## src/hw/rtl/tsc_pkg.sv

```systemverilog
package tsc_pkg;

  localparam int WORD_CAPACITY_DEF = 512;
  localparam int COUNT_W = 32;
  localparam int BYTE_W = 8;
  localparam int INDEX_W = 9;
  localparam int LONG_W = 9;
  localparam int CMD_W = 2;

  localparam logic [COUNT_W-1:0] COUNT_MAX = '1;

  localparam logic [BYTE_W-1:0] CHAR_TAB   = 8'h09;
  localparam logic [BYTE_W-1:0] CHAR_LF    = 8'h0A;
  localparam logic [BYTE_W-1:0] CHAR_CR    = 8'h0D;
  localparam logic [BYTE_W-1:0] CHAR_SPACE = 8'h20;
  localparam logic [BYTE_W-1:0] CHAR_UC_A  = 8'h41;
  localparam logic [BYTE_W-1:0] CHAR_UC_Z  = 8'h5A;
  localparam logic [BYTE_W-1:0] CASE_BIT   = 8'h20;
  localparam logic [BYTE_W-1:0] CHAR_A     = 8'h61;
  localparam logic [BYTE_W-1:0] CHAR_E     = 8'h65;
  localparam logic [BYTE_W-1:0] CHAR_I     = 8'h69;
  localparam logic [BYTE_W-1:0] CHAR_O     = 8'h6F;
  localparam logic [BYTE_W-1:0] CHAR_U     = 8'h75;

  typedef enum logic [CMD_W-1:0] {
    CMD_BYTE = 2'd0,
    CMD_EOS  = 2'd1,
    CMD_READ = 2'd2,
    CMD_NONE = 2'd3
  } cmd_e_t;

  typedef struct packed {
    logic is_space;
    logic is_aeiou;
    logic is_upper;
    logic is_lf;
  } byte_class_t;

  typedef struct packed {
    logic fire;
    logic is_byte;
    logic is_eos;
    logic is_read;
  } step_t;

  function automatic logic [COUNT_W-1:0] sat_inc(input logic [COUNT_W-1:0] v);
    sat_inc = (v == COUNT_MAX) ? v : v + COUNT_W'(1);
  endfunction

endpackage

```

## src/hw/rtl/tsc_counters.sv

```systemverilog
module tsc_counters (
  input  logic                          clk,
  input  logic                          rst_n,
  input  tsc_pkg::step_t                step,
  input  tsc_pkg::byte_class_t          cls,
  input  logic                          word_close,
  output logic [tsc_pkg::COUNT_W-1:0]   lines_seen,
  output logic [tsc_pkg::COUNT_W-1:0]   words_seen,
  output logic [tsc_pkg::COUNT_W-1:0]   vowels_seen,
  output logic [tsc_pkg::COUNT_W-1:0]   uppers_seen
);

  logic [tsc_pkg::COUNT_W-1:0] line_total_r, line_total_nxt;
  logic [tsc_pkg::COUNT_W-1:0] word_total_r, word_total_nxt;
  logic [tsc_pkg::COUNT_W-1:0] vowel_total_r, vowel_total_nxt;
  logic [tsc_pkg::COUNT_W-1:0] upper_total_r, upper_total_nxt;
  logic                        line_open_r, line_open_nxt;
  logic                        take_byte;

  assign take_byte = step.fire && step.is_byte;

  always_comb begin
    line_total_nxt  = line_total_r;
    word_total_nxt  = word_total_r;
    vowel_total_nxt = vowel_total_r;
    upper_total_nxt = upper_total_r;
    line_open_nxt   = line_open_r;
    if (word_close) begin
      word_total_nxt = tsc_pkg::sat_inc(word_total_r);
    end
    if (take_byte) begin
      if (cls.is_aeiou) begin
        vowel_total_nxt = tsc_pkg::sat_inc(vowel_total_r);
      end
      if (cls.is_upper) begin
        upper_total_nxt = tsc_pkg::sat_inc(upper_total_r);
      end
      if (cls.is_lf) begin
        line_total_nxt = tsc_pkg::sat_inc(line_total_r);
        line_open_nxt  = 1'b0;
      end else begin
        line_open_nxt = 1'b1;
      end
    end
    if (step.fire && step.is_eos && line_open_r) begin
      line_total_nxt = tsc_pkg::sat_inc(line_total_r);
      line_open_nxt  = 1'b0;
    end
  end

  always_ff @(posedge clk) begin
    if (!rst_n) begin
      line_total_r  <= '0;
      word_total_r  <= '0;
      vowel_total_r <= '0;
      upper_total_r <= '0;
      line_open_r   <= 1'b0;
    end else begin
      line_total_r  <= line_total_nxt;
      word_total_r  <= word_total_nxt;
      vowel_total_r <= vowel_total_nxt;
      upper_total_r <= upper_total_nxt;
      line_open_r   <= line_open_nxt;
    end
  end

  assign lines_seen  = line_total_r;
  assign words_seen  = word_total_r;
  assign vowels_seen = vowel_total_r;
  assign uppers_seen = upper_total_r;

  a_word_moves_on_close: assert property (@(posedge clk) disable iff (!rst_n)
    (word_total_r != $past(word_total_r)) |-> $past(word_close))
    else $error("word count changed without a closed word");

endmodule

```

## config.mk

```make
export PLATFORM = sky130hd
export DESIGN_NAME = tsc_counters
export DESIGN_NICKNAME = d
export VERILOG_FILES = /design/src/hw/rtl/tsc_pkg.sv /design/src/hw/rtl/tsc_counters.sv
export SDC_FILE = /design/constraint.sdc
export NUM_CORES = 1
export LEC_CHECK = 0
export ABC_CLOCK_PERIOD_IN_PS = 1900
export BUFFER_PORTS_ARGS = -buffer_cell sky130_fd_sc_hd__buf_2
export CORE_MARGIN = 2
export CORE_UTILIZATION = 50
export CTS_CLUSTER_DIAMETER = 120
export DETAILED_ROUTE_END_ITERATION = 8
export PLACE_DENSITY_LB_ADDON = 0.05
export SLEW_MARGIN = 20
export SYNTH_ARGS = -nofsm -noshare
export SYNTH_HDL_FRONTEND = slang
export SYNTH_SLANG_ARGS = --single-unit
export TNS_END_PERCENT = 100
```

## constraint.sdc

```tcl
create_clock -name clk -period 1.9 [get_ports clk]
set_input_delay 0.19 -clock clk [delete_from_list [all_inputs] [get_ports clk]]
set_output_delay 0.19 -clock clk [all_outputs]
set_load 0.005 [all_outputs]
```

[After elaboration in Yosys (flattened, before gate mapping)]
Index checks and enable logic that the tools add are counted.
Operators by class
  add/subtract/negate cells: 4
  equality and inequality tests: 4
  muxes and demuxes: 5
  bitwise logic cells: 4
  reduce and logical (&&, ||, !) cells: 10
Operators by type and width (count)
  $add 32x1->32 const B: 4
  $eq 32x32->1 const B: 4
  $mux 32: 4
  $reduce_and 3->1: 2
  $not 1->1: 4
  $reduce_and 2->1: 2
  $reduce_bool 2->1: 2
  $logic_and 1x1->1: 3
  $reduce_or 2->1: 1
  $mux 1: 1
Word-level totals
  register bits: 129
  input bits: 11
  output and inout bits: 128
  logic and storage cells: 32

[Depth between registers and ports, before layout]
  word-level depth: 5
  gate-level depth with buffers: 8
  gate-level depth less buffers: 6

[Worst setup path before layout]
OpenSTA, ideal clock, no wires.
  kind: reg2reg
  from: register word_total_r, in the netlist words_seen[4]
  to: register word_total_r, in the netlist words_seen[31]
  setup time: 70 ps
  arrival: 2112 ps
  required time: 1830 ps
  setup slack: -283 ps
  cell stages (with the launch flop): 7
  buffers on the path: 1
  clock period less this slack: 2183 ps
  cells stage by stage: dfxtp_1 nand4_4 or4_4 or2_0 buf_2 or4_1 a21oi_1
On the way
  longest elaborated chain between the ends: 3
  elaborated cells between the ends (all ways): 4
  classes of those cells: 1 x add/sub; 1 x eq/ne; 1 x bitwise; 1 x reduce/logical
Ends and longest elaborated chain
  from (decl): line tsc_counters.sv:14  | logic [tsc_pkg::COUNT_W-1:0] word_total_r, word_total_nxt;
  from (signal assigned): line tsc_counters.sv:60  | word_total_r <= word_total_nxt;
  parallel branches: the longest is 3 deep, another holds $add 32x1->32
Several ways; the timed one is not identified.
A chain may end at the register's enable or synchronous reset.

[Worst setup path in the final report]
  from: register word_total_r, in the netlist words_seen[15]
  to: register word_total_r, in the netlist words_seen[23]
The elaborated chain is that of the path after synthesis.

==> results.json <==
{
  "status": "complete, but fails checks",
  "violations": "setup timing",
  "synth_edf_count": 0,
  "core_um2": 12700,
  "hold_viol_final": 0,
  "number_of_global_route_vias_before_repair": 7139,
  "sw_frac_of_total_pct": 22.4,
  "total_number_of_vias": 7996,
  "layout-drive-gt1-share_pct": 45.4,
  "clock_power_share_pct": 51.4,
  "cts.clk_slew.worst_paths_ns": 0.06,
  "avgViaCountPerCell": 6.17,
  "detailed_place_hpwl_mm": 14.3,
  "worst_setup_path_end_kind": "flop",
  "critPathTopFamily": "simple AND/OR/NAND/NOR gates",
  "critPathBufInv": 0,
  "floorplan.initialDensity_pct": 51.5,
  "synth-seq-cells": 129,
  "setup_viol": 59,
  "num-nets-final": 1126,
  "ys.flop_type": "dfxtp_1",
  "grt_antenna_before_repair": 1,
  "synthesis.area_per_instance_um2": 8.10,
  "worstMarginPinSlew_ns": 0.566,
  "syn-cell-area_um2": 6550,
  "total_clock_sinks": 129,
  "layout_worst_path_cycle_share_pct": 108,
  "irDropWorstVdd_mv": 0.602,
  "flow.area_growth_from_synthesis_pct": 55.3,
  "post-route-drc-count": 0,
  "ys_async_sr_fraction_pct": 0,
  "drv_slew": 0,
  "combinationalPowerShare_pct": 3.8,
  "cell_area_power_density_nw_per_um2": 596,
  "cts-root-to-sink-buffers": 2,
  "design.portCount": 139,
  "timing.final.crit_period_ns": 2.06,
  "instances_no_fill": 1296,
  "clock.fmax_mhz": 486,
  "grt_setup_unrepaired": "yes",
  "initialDrtViolationCount": 722,
  "critical_path_class": "flop to flop",
  "final.setup_skew_ns": 0.00751,
  "hold_slack_ns": 0.104,
  "fp.dieArea_um2": 14000,
  "critical_path_s_most_frequent_cell": "or4_4",
  "path_cells": "nand3_1, or4_4, or3_4, or4_4, a21oi_2",
  "layout_setup_ws_ns": -0.156,
  "setup_tns_final_ns": -4.01,
  "drt-total-wl_mm": 23.3,
  "r2r.worst_path.cells": 5,
  "maximum_level_of_the_cts_h_tree": 4,
  "antenna_left": 0,
  "drv.max_cap_violation_count": 0,
  "internal_power_mw": 4.70,
  "die_extent_in_y_um": 118,
  "global_route.usage.total_pct": 28.8,
  "critical-path-max-stage-delay_ns": 0.56,
  "multi_input_comb_area_um2": 4410,
  "crit_path_required_time_ns": 2.25,
  "dp.cells": 1223,
  "net-switching-power_mw": 1.36,
  "totalPowerFinal_mw": 6.06,
  "ys_seq_area_share_pct": 39.4,
  "maxSlewHeadroom_pct": 62.3,
  "placement_rows": 41,
  "netlist-cell-type-count": 50,
  "fillerInstances": 866,
  "cts_tree": "done",
  "area.sequential_um2": 2660,
  "hold_path_class": "primary input to flop",
  "critical_path_cell_count": 5,
  "grt_start_max_net_pins": 49,
  "cp.arrival_ns": 2.41,
  "crit_slowest_cell": "or4_4",
  "postSynthNetCount": 823,
  "yosys_warnings": 0,
  "crit_fanout": 4,
  "clk_root_buffer_cell": "clkbuf_16",
  "length_of_the_first_detailed_routing_pass_in_iterations": 8,
  "seqPwrFrac_pct": 44.8,
  "post-place-ws_ns": -0.104,
  "port_buffers": 136,
  "whs_path_depth": 3,
  "hold_buffer_count_at_cts": 0,
  "clock_insertion_delay_worst_skew_ns": 0.43,
  "syn-instance-count": 808,
  "route.detailed.wl_per_inst_um": 18.0,
  "dieWidth_um": 118,
  "first_pass_grt_wire_length_mm": 33.7,
  "cts_inserted_buffers": 17,
  "power_leakage_nw": 3.99,
  "globalRouteOverflowTotal": 0,
  "globalplace.congestion": 0.875,
  "start_kind": "flop"
}
==> path summary, 6_finish.rpt <==
check | endpoint | start | slack (ns)
setup / recovery | words_seen[23] | words_seen[15] | -0.16
setup reg to reg | words_seen[23] | words_seen[15] | -0.16
hold reg to reg | lines_seen[31] | lines_seen[31] | 0.48
hold / removal | words_seen[0] | word_close | 0.10
==> area by class of cell <==
cell class	instances	area share, %
multi-input combinational	625	43.4
clock buffer	25	4.87
clock inverter	6	0.541
tap	172	2.12
inverter	15	0.554
antenna	1	0.0246
sequential	129	26.2
timing repair buffer	323	22.3
==> worst register-to-register path: cells and delay by family (launching register included) <==
kind,cells,cell delay (ns)
flops,1,0.35
simple gates,4,1.47
compound gates,1,0.17
==> Yosys cell counts, types with 2 or more instances <==
| cell type | count | area share (%) |
|---|---|---|
| nor3_1 | 19 | 1.5 |
| nor4b_1 | 2 | 0.27 |
| xnor2_1 | 11 | 1.5 |
| or4_1 | 34 | 3.9 |
| inv_1 | 14 | 0.80 |
| o31ai_1 | 35 | 4.0 |
| nand2_1 | 77 | 4.4 |
| a21oi_1 | 80 | 6.1 |
| xor2_1 | 5 | 0.67 |
| nor3b_1 | 2 | 0.23 |
| mux2i_1 | 20 | 3.1 |
| dfxtp_1 | 129 | 39 |
| o21a_1 | 2 | 0.23 |
| ha_1 | 4 | 0.76 |
| o21ai_0 | 49 | 3.7 |
| or2_2 | 2 | 0.19 |
| buf_2 | 8 | 0.61 |
| o41ai_1 | 5 | 0.67 |
| and3_1 | 13 | 1.2 |
| or3_1 | 57 | 5.4 |
| nand2b_1 | 24 | 2.3 |
| o311ai_0 | 4 | 0.54 |
| nand4_1 | 41 | 3.9 |
| nor2_1 | 30 | 1.7 |
| and4_1 | 7 | 0.94 |
| nand3_1 | 50 | 3.8 |
| o31a_1 | 2 | 0.27 |
| o211ai_1 | 8 | 0.92 |
| a211oi_1 | 2 | 0.23 |
| clkbuf_1 | 31 | 1.8 |
| nor4_1 | 22 | 2.1 |
==> power groups by stage <==
stage / Clock (mW) / Sequential (mW) / Combinational [mW]
3_5_place_dp: 0 / 2.77 / 0.199
4_1_cts: 3.12 / 2.71 / 0.214
5_1_grt: 3.25 / 2.71 / 0.248
6_report: 3.11 / 2.71 / 0.230
2_1_floorplan: 0 / 2.78 / 0.104
3_3_place_gp: 0 / 2.77 / 0.191
==> metrics by stage <==
step | area [um^2] | utilization [%]
floorplan | 6710 | -
global placement | 8550 | 67.2
detailed placement | 8550 | 67.2
CTS | 9290 | 73.1
global route | 10200 | 79.9
finish | 10200 | 79.9
==> registers in the layout, summed over array words and instances (netlist names) <==
| name | count |
|---|---|
| lines_seen | 32 |
| uppers_seen | 32 |
| vowels_seen | 32 |
| words_seen | 32 |
| line_open_r | 1 |
==> placed cells by master (no fill, tap or decap), types with 36 or more instances in the layout <==
cell | netlist | routed
buf_4 | 0 | 158
buf_2 | 8 | 137
dfxtp_1 | 129 | 78
nand2_1 | 77 | 73
a21oi_1 | 80 | 61
nand3_1 | 50 | 45
or3_1 | 57 | 44
dfxtp_2 | 0 | 44
nand4_1 | 41 | 41
o21ai_0 | 49 | 36
==> per-layer routing <==
metal / routed length [um] / vias up / GRT usage (%)
li1: - / 3707 / -
met1: 9290 / 3850 / 36.7
met2: 11500 / 371 / 47.4
met3: 1790 / 68 / 6.42
met4: 679 / 0 / 11.5
met5: 0 / - / 0
==> timing repair <==
item                       CTS  global route
setup buffers                8            22
resized for setup           27           167
setup endpoints to repair   74           107
gates cloned                 4            10
pin swaps                   18            66
==> logic make-up after synthesis <==
logic type	Yosys count	synth area share, %
AOI/OAI and AO/OA	195	17.8
buffers and inverters	55	3.31
and+or+nand+nor	389	33.4
muxes	20	3.06
DFF	129	39.4
adders and majority gates	4	0.765
xor gates and xnor gates	16	2.14
Note: power is estimated with default switching activity, not from simulation.
