$ cat config.mk
export PLATFORM = sky130hd
export DESIGN_NAME = tsc_classify
export DESIGN_NICKNAME = d
export VERILOG_FILES = /design/src/hw/rtl/tsc_pkg.sv /design/src/hw/rtl/tsc_classify.sv
export SDC_FILE = /design/constraint.sdc
export NUM_CORES = 1
export LEC_CHECK = 0
export BUFFER_PORTS_ARGS = -buffer_cell sky130_fd_sc_hd__buf_2
export CORE_AREA = 3 3 40 42
export DETAILED_ROUTE_END_ITERATION = 10
export DIE_AREA = 0 0 43 45
export PLACE_DENSITY = 0.36
export SETUP_SLACK_MARGIN = 0.15
export SLEW_MARGIN = 20
export SYNTH_ARGS = -nofsm -noshare
export SYNTH_HDL_FRONTEND = slang
export SYNTH_SLANG_ARGS = --single-unit
$ cat constraint.sdc
create_clock -name vclk -period 0.8
set_clock_uncertainty 0.05 [all_clocks]
set_input_delay 0.04 -clock vclk [all_inputs]
set_output_delay 0.04 -clock vclk [all_outputs]
set_load 0.01 [all_outputs]
$ cat src/hw/rtl/tsc_pkg.sv
package tsc_pkg;

  localparam int WORD_CAPACITY_DEF = 512;
  localparam int COUNT_W = 32;
  localparam int BYTE_W = 8;
  localparam int INDEX_W = 9;
  localparam int LONG_W = 9;
  localparam int CMD_W = 2;

  localparam logic [COUNT_W-1:0] COUNT_MAX = '1;

  localparam logic [BYTE_W-1:0] CHAR_TAB   = 8'h09;
  localparam logic [BYTE_W-1:0] CHAR_LF    = 8'h0A;
  localparam logic [BYTE_W-1:0] CHAR_CR    = 8'h0D;
  localparam logic [BYTE_W-1:0] CHAR_SPACE = 8'h20;
  localparam logic [BYTE_W-1:0] CHAR_UC_A  = 8'h41;
  localparam logic [BYTE_W-1:0] CHAR_UC_Z  = 8'h5A;
  localparam logic [BYTE_W-1:0] CASE_BIT   = 8'h20;
  localparam logic [BYTE_W-1:0] CHAR_A     = 8'h61;
  localparam logic [BYTE_W-1:0] CHAR_E     = 8'h65;
  localparam logic [BYTE_W-1:0] CHAR_I     = 8'h69;
  localparam logic [BYTE_W-1:0] CHAR_O     = 8'h6F;
  localparam logic [BYTE_W-1:0] CHAR_U     = 8'h75;

  typedef enum logic [CMD_W-1:0] {
    CMD_BYTE = 2'd0,
    CMD_EOS  = 2'd1,
    CMD_READ = 2'd2,
    CMD_NONE = 2'd3
  } cmd_e_t;

  typedef struct packed {
    logic is_space;
    logic is_aeiou;
    logic is_upper;
    logic is_lf;
  } byte_class_t;

  typedef struct packed {
    logic fire;
    logic is_byte;
    logic is_eos;
    logic is_read;
  } step_t;

  function automatic logic [COUNT_W-1:0] sat_inc(input logic [COUNT_W-1:0] v);
    sat_inc = (v == COUNT_MAX) ? v : v + COUNT_W'(1);
  endfunction

endpackage

$ cat src/hw/rtl/tsc_classify.sv
module tsc_classify (
  input  logic [tsc_pkg::BYTE_W-1:0] data_byte,
  output tsc_pkg::byte_class_t       cls
);

  logic                      upper;
  logic [tsc_pkg::BYTE_W-1:0] lower;

  assign upper = (data_byte >= tsc_pkg::CHAR_UC_A) && (data_byte <= tsc_pkg::CHAR_UC_Z);
  assign lower = upper ? (data_byte | tsc_pkg::CASE_BIT) : data_byte;

  always_comb begin
    cls.is_space = (data_byte == tsc_pkg::CHAR_SPACE) ||
                   ((data_byte >= tsc_pkg::CHAR_TAB) && (data_byte <= tsc_pkg::CHAR_CR));
    cls.is_aeiou = (lower == tsc_pkg::CHAR_A) || (lower == tsc_pkg::CHAR_E) ||
                   (lower == tsc_pkg::CHAR_I) || (lower == tsc_pkg::CHAR_O) ||
                   (lower == tsc_pkg::CHAR_U);
    cls.is_upper = upper;
    cls.is_lf    = (data_byte == tsc_pkg::CHAR_LF);
  end

endmodule

* Word-level counts from Yosys, hierarchy flattened
Index checks and enable logic that the tools add are counted.
** Storage, ports and cells
- Register bits after elaboration :: 0
- Output and inout bits :: 4
- Logic and storage cells :: 19
** Cells by class
- Magnitude comparators :: 4
- Equal/unequal tests :: 7
- Muxes and demuxes :: 1
- Reductions and logical operators :: 7
** Operators with widths (number)
- $eq A8 B7 Y1 const B :: 5
- $eq A8 B4 Y1 const B :: 1
- $eq A8 B6 Y1 const B :: 1
- $ge A8 B4 Y1 const B :: 1
- $ge A8 B7 Y1 const B :: 1
- $le A8 B4 Y1 const B :: 1
- $le A8 B7 Y1 const B :: 1
- $mux W6 :: 1
- $logic_or A1 B1 Y1 :: 5
- $logic_and A1 B1 Y1 :: 2

* Depth between registers and ports, before layout
Gate-level depths: netlist of run 1.
- Depth after elaboration :: 8
- Gate-level depth with buffers :: 4
- Gate-level depth less buffers :: 3

* Worst setup path after synthesis of run 1
OpenSTA, ideal clock, no wires.
- Path type :: input port to output port
- From :: in data_byte[4] in the netlist's numbering
- To :: out cls[2] in the netlist's numbering
- Data arrival time :: 638 ps
- Required time :: 710 ps
- Slack :: 72 ps
- Stages on the path :: 3
- Path buffers :: 0
- Path through :: and4b_1 > a211oi_1 > nor3b_1
** RTL lines
- start: declaration :: line tsc_classify.sv:2 : input logic [tsc_pkg::BYTE_W-1:0] data_byte,
- end: declaration :: line tsc_classify.sv:3 : output tsc_pkg::byte_class_t cls

==> run metrics, run 1 <==
status complete, but fails checks; violated checks setup timing; synth unique cells 15; vias in the first global route between 200 and 250; Routed Antenna Nets 0; Seq pwr share 0; Design Power roughly 170 uW; grt ovf 0; Worst Setup End Kind output pin; sequential-to-total area share from yosys stat 0; FFs & Latches 0; Final Max Slew Viols 0; Port Buffers 12; HP Start data_byte[5]; xor-xnor portion of the synthesized cell area 0; NumNets Final 48; Starting Density 0.101; final hold vios 0; Slew HR 0.853; Cell Area, Synth 130 um^2; Max Freq 1.14 GHz; mux share of post-synthesis cell area 0; Syn Area/Cell between 6 and 7 um^2; vias per std cell 4.21; GP Congestion 0.627; register area 0 um^2; HPWL Detailed 392 um; clock buffer count 0; Fin Setup TNS -0.197 ns; pwr dens roughly 430 nW/um^2; Final period util 1.09; first-pass GRT wire length 959 um; RSZ-0062 raised after global routing true; via count 223; largest net degree at the start of global routing 7; commonest non-fill, non-tap cells in the layout 6 x buf_6, 6 x buf_4, 4 x buf_8; Critical Path RT 0.71 ns; arrival time of the worst setup path 0.78 ns; Setup crit start kind primary input; compound-gate portion of the synthesized area 0.221; top cells by area, synth nor2_1 12%, nor4_2 9.6%, a32o_2 8.7%; CTS Hold Bufs 0; area grow syn2layout 211%; Max-cap violations 0; Syn Nets 28; clock share of power 0; top cell type's share of synthesized area 0.115; initial antenna violation count 0; die area 1940 um^2; Post-Synth Adder-Cell Area 0; antenna fix cells 0; DRC Markers 0; synth warn 0; CP Max Fanout 5; Peak VDD IR 0.119 mV; Detailed Route Iter0 Violations 2; Setup WS post-layout -0.0736 ns; main combinational cell family by area after synthesis simple AND/OR/NAND/NOR gates; Period minus WS final 0.874 ns; internal power 105 uW; Yosys top cell by area nor2_1; kind of critical path in -> out; Hold Path Class in -> out; Boundary Pins 12; average wire per cell in the routed design 12.8 um; Fin Hold WS 0.358 ns; placed cell areas 244 um^2; chip width roughly 43 um; layout cells sized above 1 0.842; final setup fails 4; Slew @ Worst Pin 0.220 ns; Comb pwr share 1.000; NetSw slightly below 70 uW; Sw Ratio 0.391; final wirelength 679 um; Die Span Y between 40 and 50 um; core area 1280 um^2; Rows 13; Design Area, Final 404 um^2; crit path launch data_byte[1]; dpl ws -0.138 ns; drt first pass iters 2; Synth Area in Simple Gates 0.721; leak pwr roughly 0.18 nW; Mapped Cells 20; GR Util All Layers 0.0630
-- power groups by stage --
stage               Combinational, mW  Sequential (mW)  Clock [mW]
finish                          0.172                0           0
global route                    0.184                0           0
CTS                             0.127                0           0
detailed placement             0.0922                0           0
global placement               0.0942                0           0
floorplan                      0.0344                0           0
-- path summary, 6_finish.rpt --
path	slack, ns	cells past startpoint	to
min	0.36	4	cls[1]
max	-0.07	5	cls[1]
-- cell usage after synthesis --
library cell  instances
nor4_2                1
and3b_1               1
buf_4                 1
and3_1                1
nor2_1                4
and3_2                1
a21oi_1               2
nand2b_1              1
nor3b_1               1
nand2_1               1
nor2_2                1
a32o_2                1
nor3_1                2
a211oi_1              1
and4b_1               1
-- worst max-delay path, stage by stage --
cell,delay (ns)
buf_8,0.09
nor2_4,0.04
and3b_2,0.21
nor4_2,0.24
buf_2,0.17
-- routing by layer --
metal  up-vias  wire, um  global-route usage
li1        114         -                   -
met2         9       407               0.147
met5         -         0                   0
met3         2        46             0.00398
met4         0        14                   0
met1        98       210              0.0619
-- what timing repair did --
item	in CTS	in global routing
setup endpoints to repair	4	4
pin swaps	6	7
resized for setup	16	19
buffers inserted	1	1
hold endpoints to repair	0	0
-- kinds of logic (layout without fill, tap and decap cells) --
group,after synthesis,after routing
buf+inv,1,19
compound gates,4,4
simple gates,15,15
-- final cells by class --
type	count	area, um^2
Fill cell	140	881
Multi-Input combinational cell	19	183
Tap cell	15	18.8
Timing Repair Buffer	19	203
-- metrics by stage --
step / cells / utilization
6_report: 53 / 0.315
5_1_grt: 53 / 0.315
4_1_cts: 52 / 0.250
2_1_floorplan: 20 / -
3_5_place_dp: 51 / 0.190
3_3_place_gp: 51 / 0.190
Power figures use the tool's default switching activity.
==> run 2, diff against run 1 <==
--- a/config.mk
+++ b/config.mk
@@ -10,7 +10,7 @@
 export DETAILED_ROUTE_END_ITERATION = 10
 export DIE_AREA = 0 0 43 45
 export PLACE_DENSITY = 0.36
-export SETUP_SLACK_MARGIN = 0.15
+export SETUP_SLACK_MARGIN = 0.3
 export SLEW_MARGIN = 20
 export SYNTH_ARGS = -nofsm -noshare
 export SYNTH_HDL_FRONTEND = slang
==> run 2 against run 1 <==
Against the previous run:
- the run still ends with setup timing left
- first-iteration DRC count is the same
- utilization shrank 3.1 points
- die area is the same
- non-clock buffer count shrank 1
- hold slack gained 0.032 ns
- cell count shrank 1.9%
- critical path type unchanged
- critical endpoint is now cls[3]
==> run metrics, run 2 (same netlist as run 1, synthesis figures left out) <==
status complete, but fails checks; violated checks setup timing; Setup WS post-layout -0.0436 ns; layout cells sized above 1 0.811; grt ovf 0; Hold Path Class in -> out; Port Buffers 12; area used by multi-input combinational logic 173 um^2; Slew HR 0.882; Detailed Route Iter0 Violations 2; register area 0 um^2; drt first pass iters 2; FFs & Latches 0; Period minus WS final around 0.84 ns; average wire per cell in the routed design 9.35 um; placed cell areas 253 um^2; Rows 13; DP Cell Count 50; Design Area, Final 364 um^2; NumNets Final 47; Die Span Y 45 um; Peak VDD IR 0.0734 mV; vias in the first global route 210; vias per std cell 4.06; initial antenna violation count 0; Worst Setup End Kind output pin; Setup crit start kind primary input; leak pwr 0.161 nW; Routed Antenna Nets 0; final wirelength 486 um; CP Max Fanout 6; dpl ws -0.129 ns; Final Max Slew Viols 0; commonest non-fill, non-tap cells in the layout 6 x buf_6, 6 x buf_4, 3 x nor2_4, 3 x buf_8, 3 x buf_2; final setup fails 3; largest net degree at the start of global routing 7; RSZ-0062 raised after global routing true; FILL cells roughly 140; final hold vios 0; Max-cap violations 0; area grow syn2layout 180%; Critical Path RT 0.71 ns; chip width 43 um; Final Non-Filler Cells 52; arrival time of the worst setup path 0.75 ns; GR Util All Layers 0.0547; die area between 1500 and 2000 um^2; pwr dens 406 nW/um^2; via count 211; CP Cell Sequence buf_8 > nor3_1 > a21oi_1 > a32o_2 > buf_6; Slew @ Worst Pin 0.176 ns; DRC Markers 0; Largest delay share family, worst path compound AO/OA/AOI/OAI gates; Max Freq around 1.2 GHz; Buf/Inv on CP 2; CP max stage delay approximately 0.23 ns; GP Congestion roughly 0.62; core area 1280 um^2; kind of critical path in -> out; Starting Density 0.101; first-pass GRT wire length 883 um; Final period util 1.05; stages on the worst setup path 5; slowest CP cell a32o_2; Fin Setup TNS -0.123 ns; antenna fix cells 0; Boundary Pins 12; hold depth 4; clock buffer count 0
[run 2: changes by cell type in the layout (fill, tap and decap cells not counted), sizes merged]
cell | before | now
buf | 19 | 18
[run 2: layout make-up]
| type | instances | area share |
|---|---|---|
| Tap cell | 15 | 0.0515 |
| Timing Repair Buffer | 18 | 0.474 |
| Multi-Input combinational cell | 19 | 0.474 |
[run 2: metal layers]
layer | global-route usage | wire length [um]
met3 | 0.00398 | 16
met2 | 0.117 | 312
met5 | 0 | 0
met1 | 0.0619 | 157
met4 | 0 | 0
[run 2: stage by stage]
step | util | total power, mW | hold WS, ns
after floorplan | - | 0.0376 | 0.177
after global placement | 0.197 | 0.0978 | 0.386
after detailed placement | 0.197 | 0.0963 | 0.386
after CTS | 0.280 | 0.145 | 0.398
after global routing | 0.283 | 0.160 | 0.410
final | 0.283 | 0.148 | 0.390
[run 2: final timing paths]
kind | start | to
setup / recovery | data_byte[2] | cls[3]
hold / removal | data_byte[5] | cls[1]
[run 2: timing repair]
item                       CTS  global route
gates resized for setup     23             1
setup endpoints to repair    4             4
setup buffers                2             0
pin swaps                    9             2
hold buffers                 0             0
[run 2: where the power goes]
group	leakage, nW	switching [mW]	internal, mW
clock network	0	0	0
registers	0	0	0
logic	0.161	0.0586	0.0891
total	0.161	0.0586	0.0891
==> run 3, diff against run 2 <==
--- a/config.mk
+++ b/config.mk
@@ -5,11 +5,12 @@
 export SDC_FILE = /design/constraint.sdc
 export NUM_CORES = 1
 export LEC_CHECK = 0
+export ABC_AREA = 1
 export BUFFER_PORTS_ARGS = -buffer_cell sky130_fd_sc_hd__buf_2
 export CORE_AREA = 3 3 40 42
 export DETAILED_ROUTE_END_ITERATION = 10
 export DIE_AREA = 0 0 43 45
-export PLACE_DENSITY = 0.36
+export PLACE_DENSITY = 0.3
 export SETUP_SLACK_MARGIN = 0.3
 export SLEW_MARGIN = 20
 export SYNTH_ARGS = -nofsm -noshare
==> run 3 against run 2 <==
Against the previous run:
- the flow now finishes without violations
- utilization fell by 3.4 points
- die area did not move
- flip-flop and latch count did not move
- combinational power fell by 9%
- hold slack got worse by 0.092 ns
- power fell by 9.2%
- critical endpoint unchanged
- cell area fell by 12%
- synthesized cell count rose by 80%
- sequential share of layout area did not move
- largest cell class unchanged
==> run metrics, run 3 <==
Max-cap violations 0; HPWL Detailed between 400 and 500 um; Peak VDD IR approximately 0.10 mV; Starting Density 0.122; via count 245; GR Util All Layers 0.0589; RSZ-0062 raised after global routing true; Yosys top cell by area nor2_1; Setup crit start kind primary input; synth unique cells 11; Final Max Slew Viols 0; Slew @ Worst Pin 0.125 ns; die area 1940 um^2; drt first pass iters 4; arrival time of the worst setup path 0.63 ns; CP Max Fanout 7; Fin Setup TNS 0 ns; top cells by area, synth nor2_1 31%, nand2_1 19%, inv_1 9.6%; chip width 43 um; FFs & Latches 0; antenna fix cells 0; Routed Antenna Nets 0; largest net degree at the start of global routing 8; top-count cell post-synth nor2_1; Mapped Cells 36; Rows 13; initial antenna violation count 0; most common cell after layout, fill and taps aside nor2_1; layout cells sized above 1 0.511; final hold vios 0; vias in the first global route 203; Worst Setup End Kind output pin; clock buffer count 0; first-pass GRT wire length 952 um; synth warn 0; Boundary Pins 12; pwr dens 419 nW/um^2; register area 0 um^2; FILL cells 153; sequential-to-total area share from yosys stat 0; top cell type's share of synthesized area 0.312; Period minus WS final about 0.7 ns; Commonest cells post-synth 13 x nor2_1, 8 x nand2_1, 4 x inv_1; Port Buffers 12; Max Freq 1.39 GHz; GP Congestion 0.655; average wire per cell in the routed design 8.85 um; Syn Nets 44; grt ovf 0; vias per std cell roughly 4.0; dpl ws 0.0104 ns; Design Area, Final 320 um^2; DRC Markers 0; Die Span Y 45 um; Detailed Route Iter0 Violations 3; Syn Area/Cell between 4 and 5 um^2; NumNets Final 57; placed cell areas 255 um^2; commonest non-fill, non-tap cells in the layout 9 x nor2_1, 6 x nand2_1, 5 x buf_6; kind of critical path in -> out; Final period util 0.900; area used by multi-input combinational logic 178 um^2; Hold Path Class in -> out; Slew HR 0.917; Critical Path RT 0.71 ns; Setup WS post-layout 0.0802 ns; Cell Area, Synth 156 um^2; final setup fails 0; status finished clean; core area roughly 1300 um^2; area grow syn2layout 105%; final wirelength 549 um; leak pwr 0.151 nW
run 3: through the flow:
stage                     cells  power (mW)   util  hold slack (ns)
final                        62       0.134  0.249            0.297
after detailed placement     62       0.101  0.199            0.354
after CTS                    62       0.130  0.241            0.301
after global placement       62       0.103  0.199            0.360
after floorplan              36      0.0498      -           0.0632
after global routing         62       0.149  0.249            0.315
run 3: logic make-up after synthesis:
kind of cell,count (synthesis),share of synthesized area
AOI/OAI and AO/OA,3,0.0960
and+or+nand+nor,28,0.760
buffers and inverters,5,0.144
run 3: final cells by class:
type / instances / share of cell area
Tap cell: 15 / 0.0586
Inverter: 4 / 0.0469
Multi-Input combinational cell: 31 / 0.555
Timing Repair Buffer: 12 / 0.340
run 3: worst paths after layout:
check,endpoint,slack (ns),startpoint,depth (start not counted)
max,cls[3],0.08,data_byte[3],7
min,cls[0],0.30,data_byte[0],3
run 3: layer usage:
layer,part of all wire,wire length [um],up-vias,GRT usage
met3,0.033,18,0,0
met4,0,0,0,0
li1,-,-,136,-
met2,0.48,265,4,0.0868
met5,0,0,-,0
met1,0.48,266,105,0.100
run 3: critical path, stage by stage:
cell and delay (ns):
buf_4 0.14, nand2_2 0.09, nor2_2 0.04, nor2_1 0.10, nand2_1 0.07, nand2_2 0.06, buf_6 0.09
run 3: power breakdown:
part	total (mW)	switching [mW]	internal, mW
Clock	0	0	0
Combinational	0.134	0.0682	0.0659
Sequential	0	0	0
run 3: what timing repair did:
action / CTS / global route
setup endpoints to repair: 4 / 4
pin swaps: 7 / 1
hold buffers: 0 / 0
buffers inserted: 0 / 0
resized for setup: 18 / 4
cloned: 0 / 0
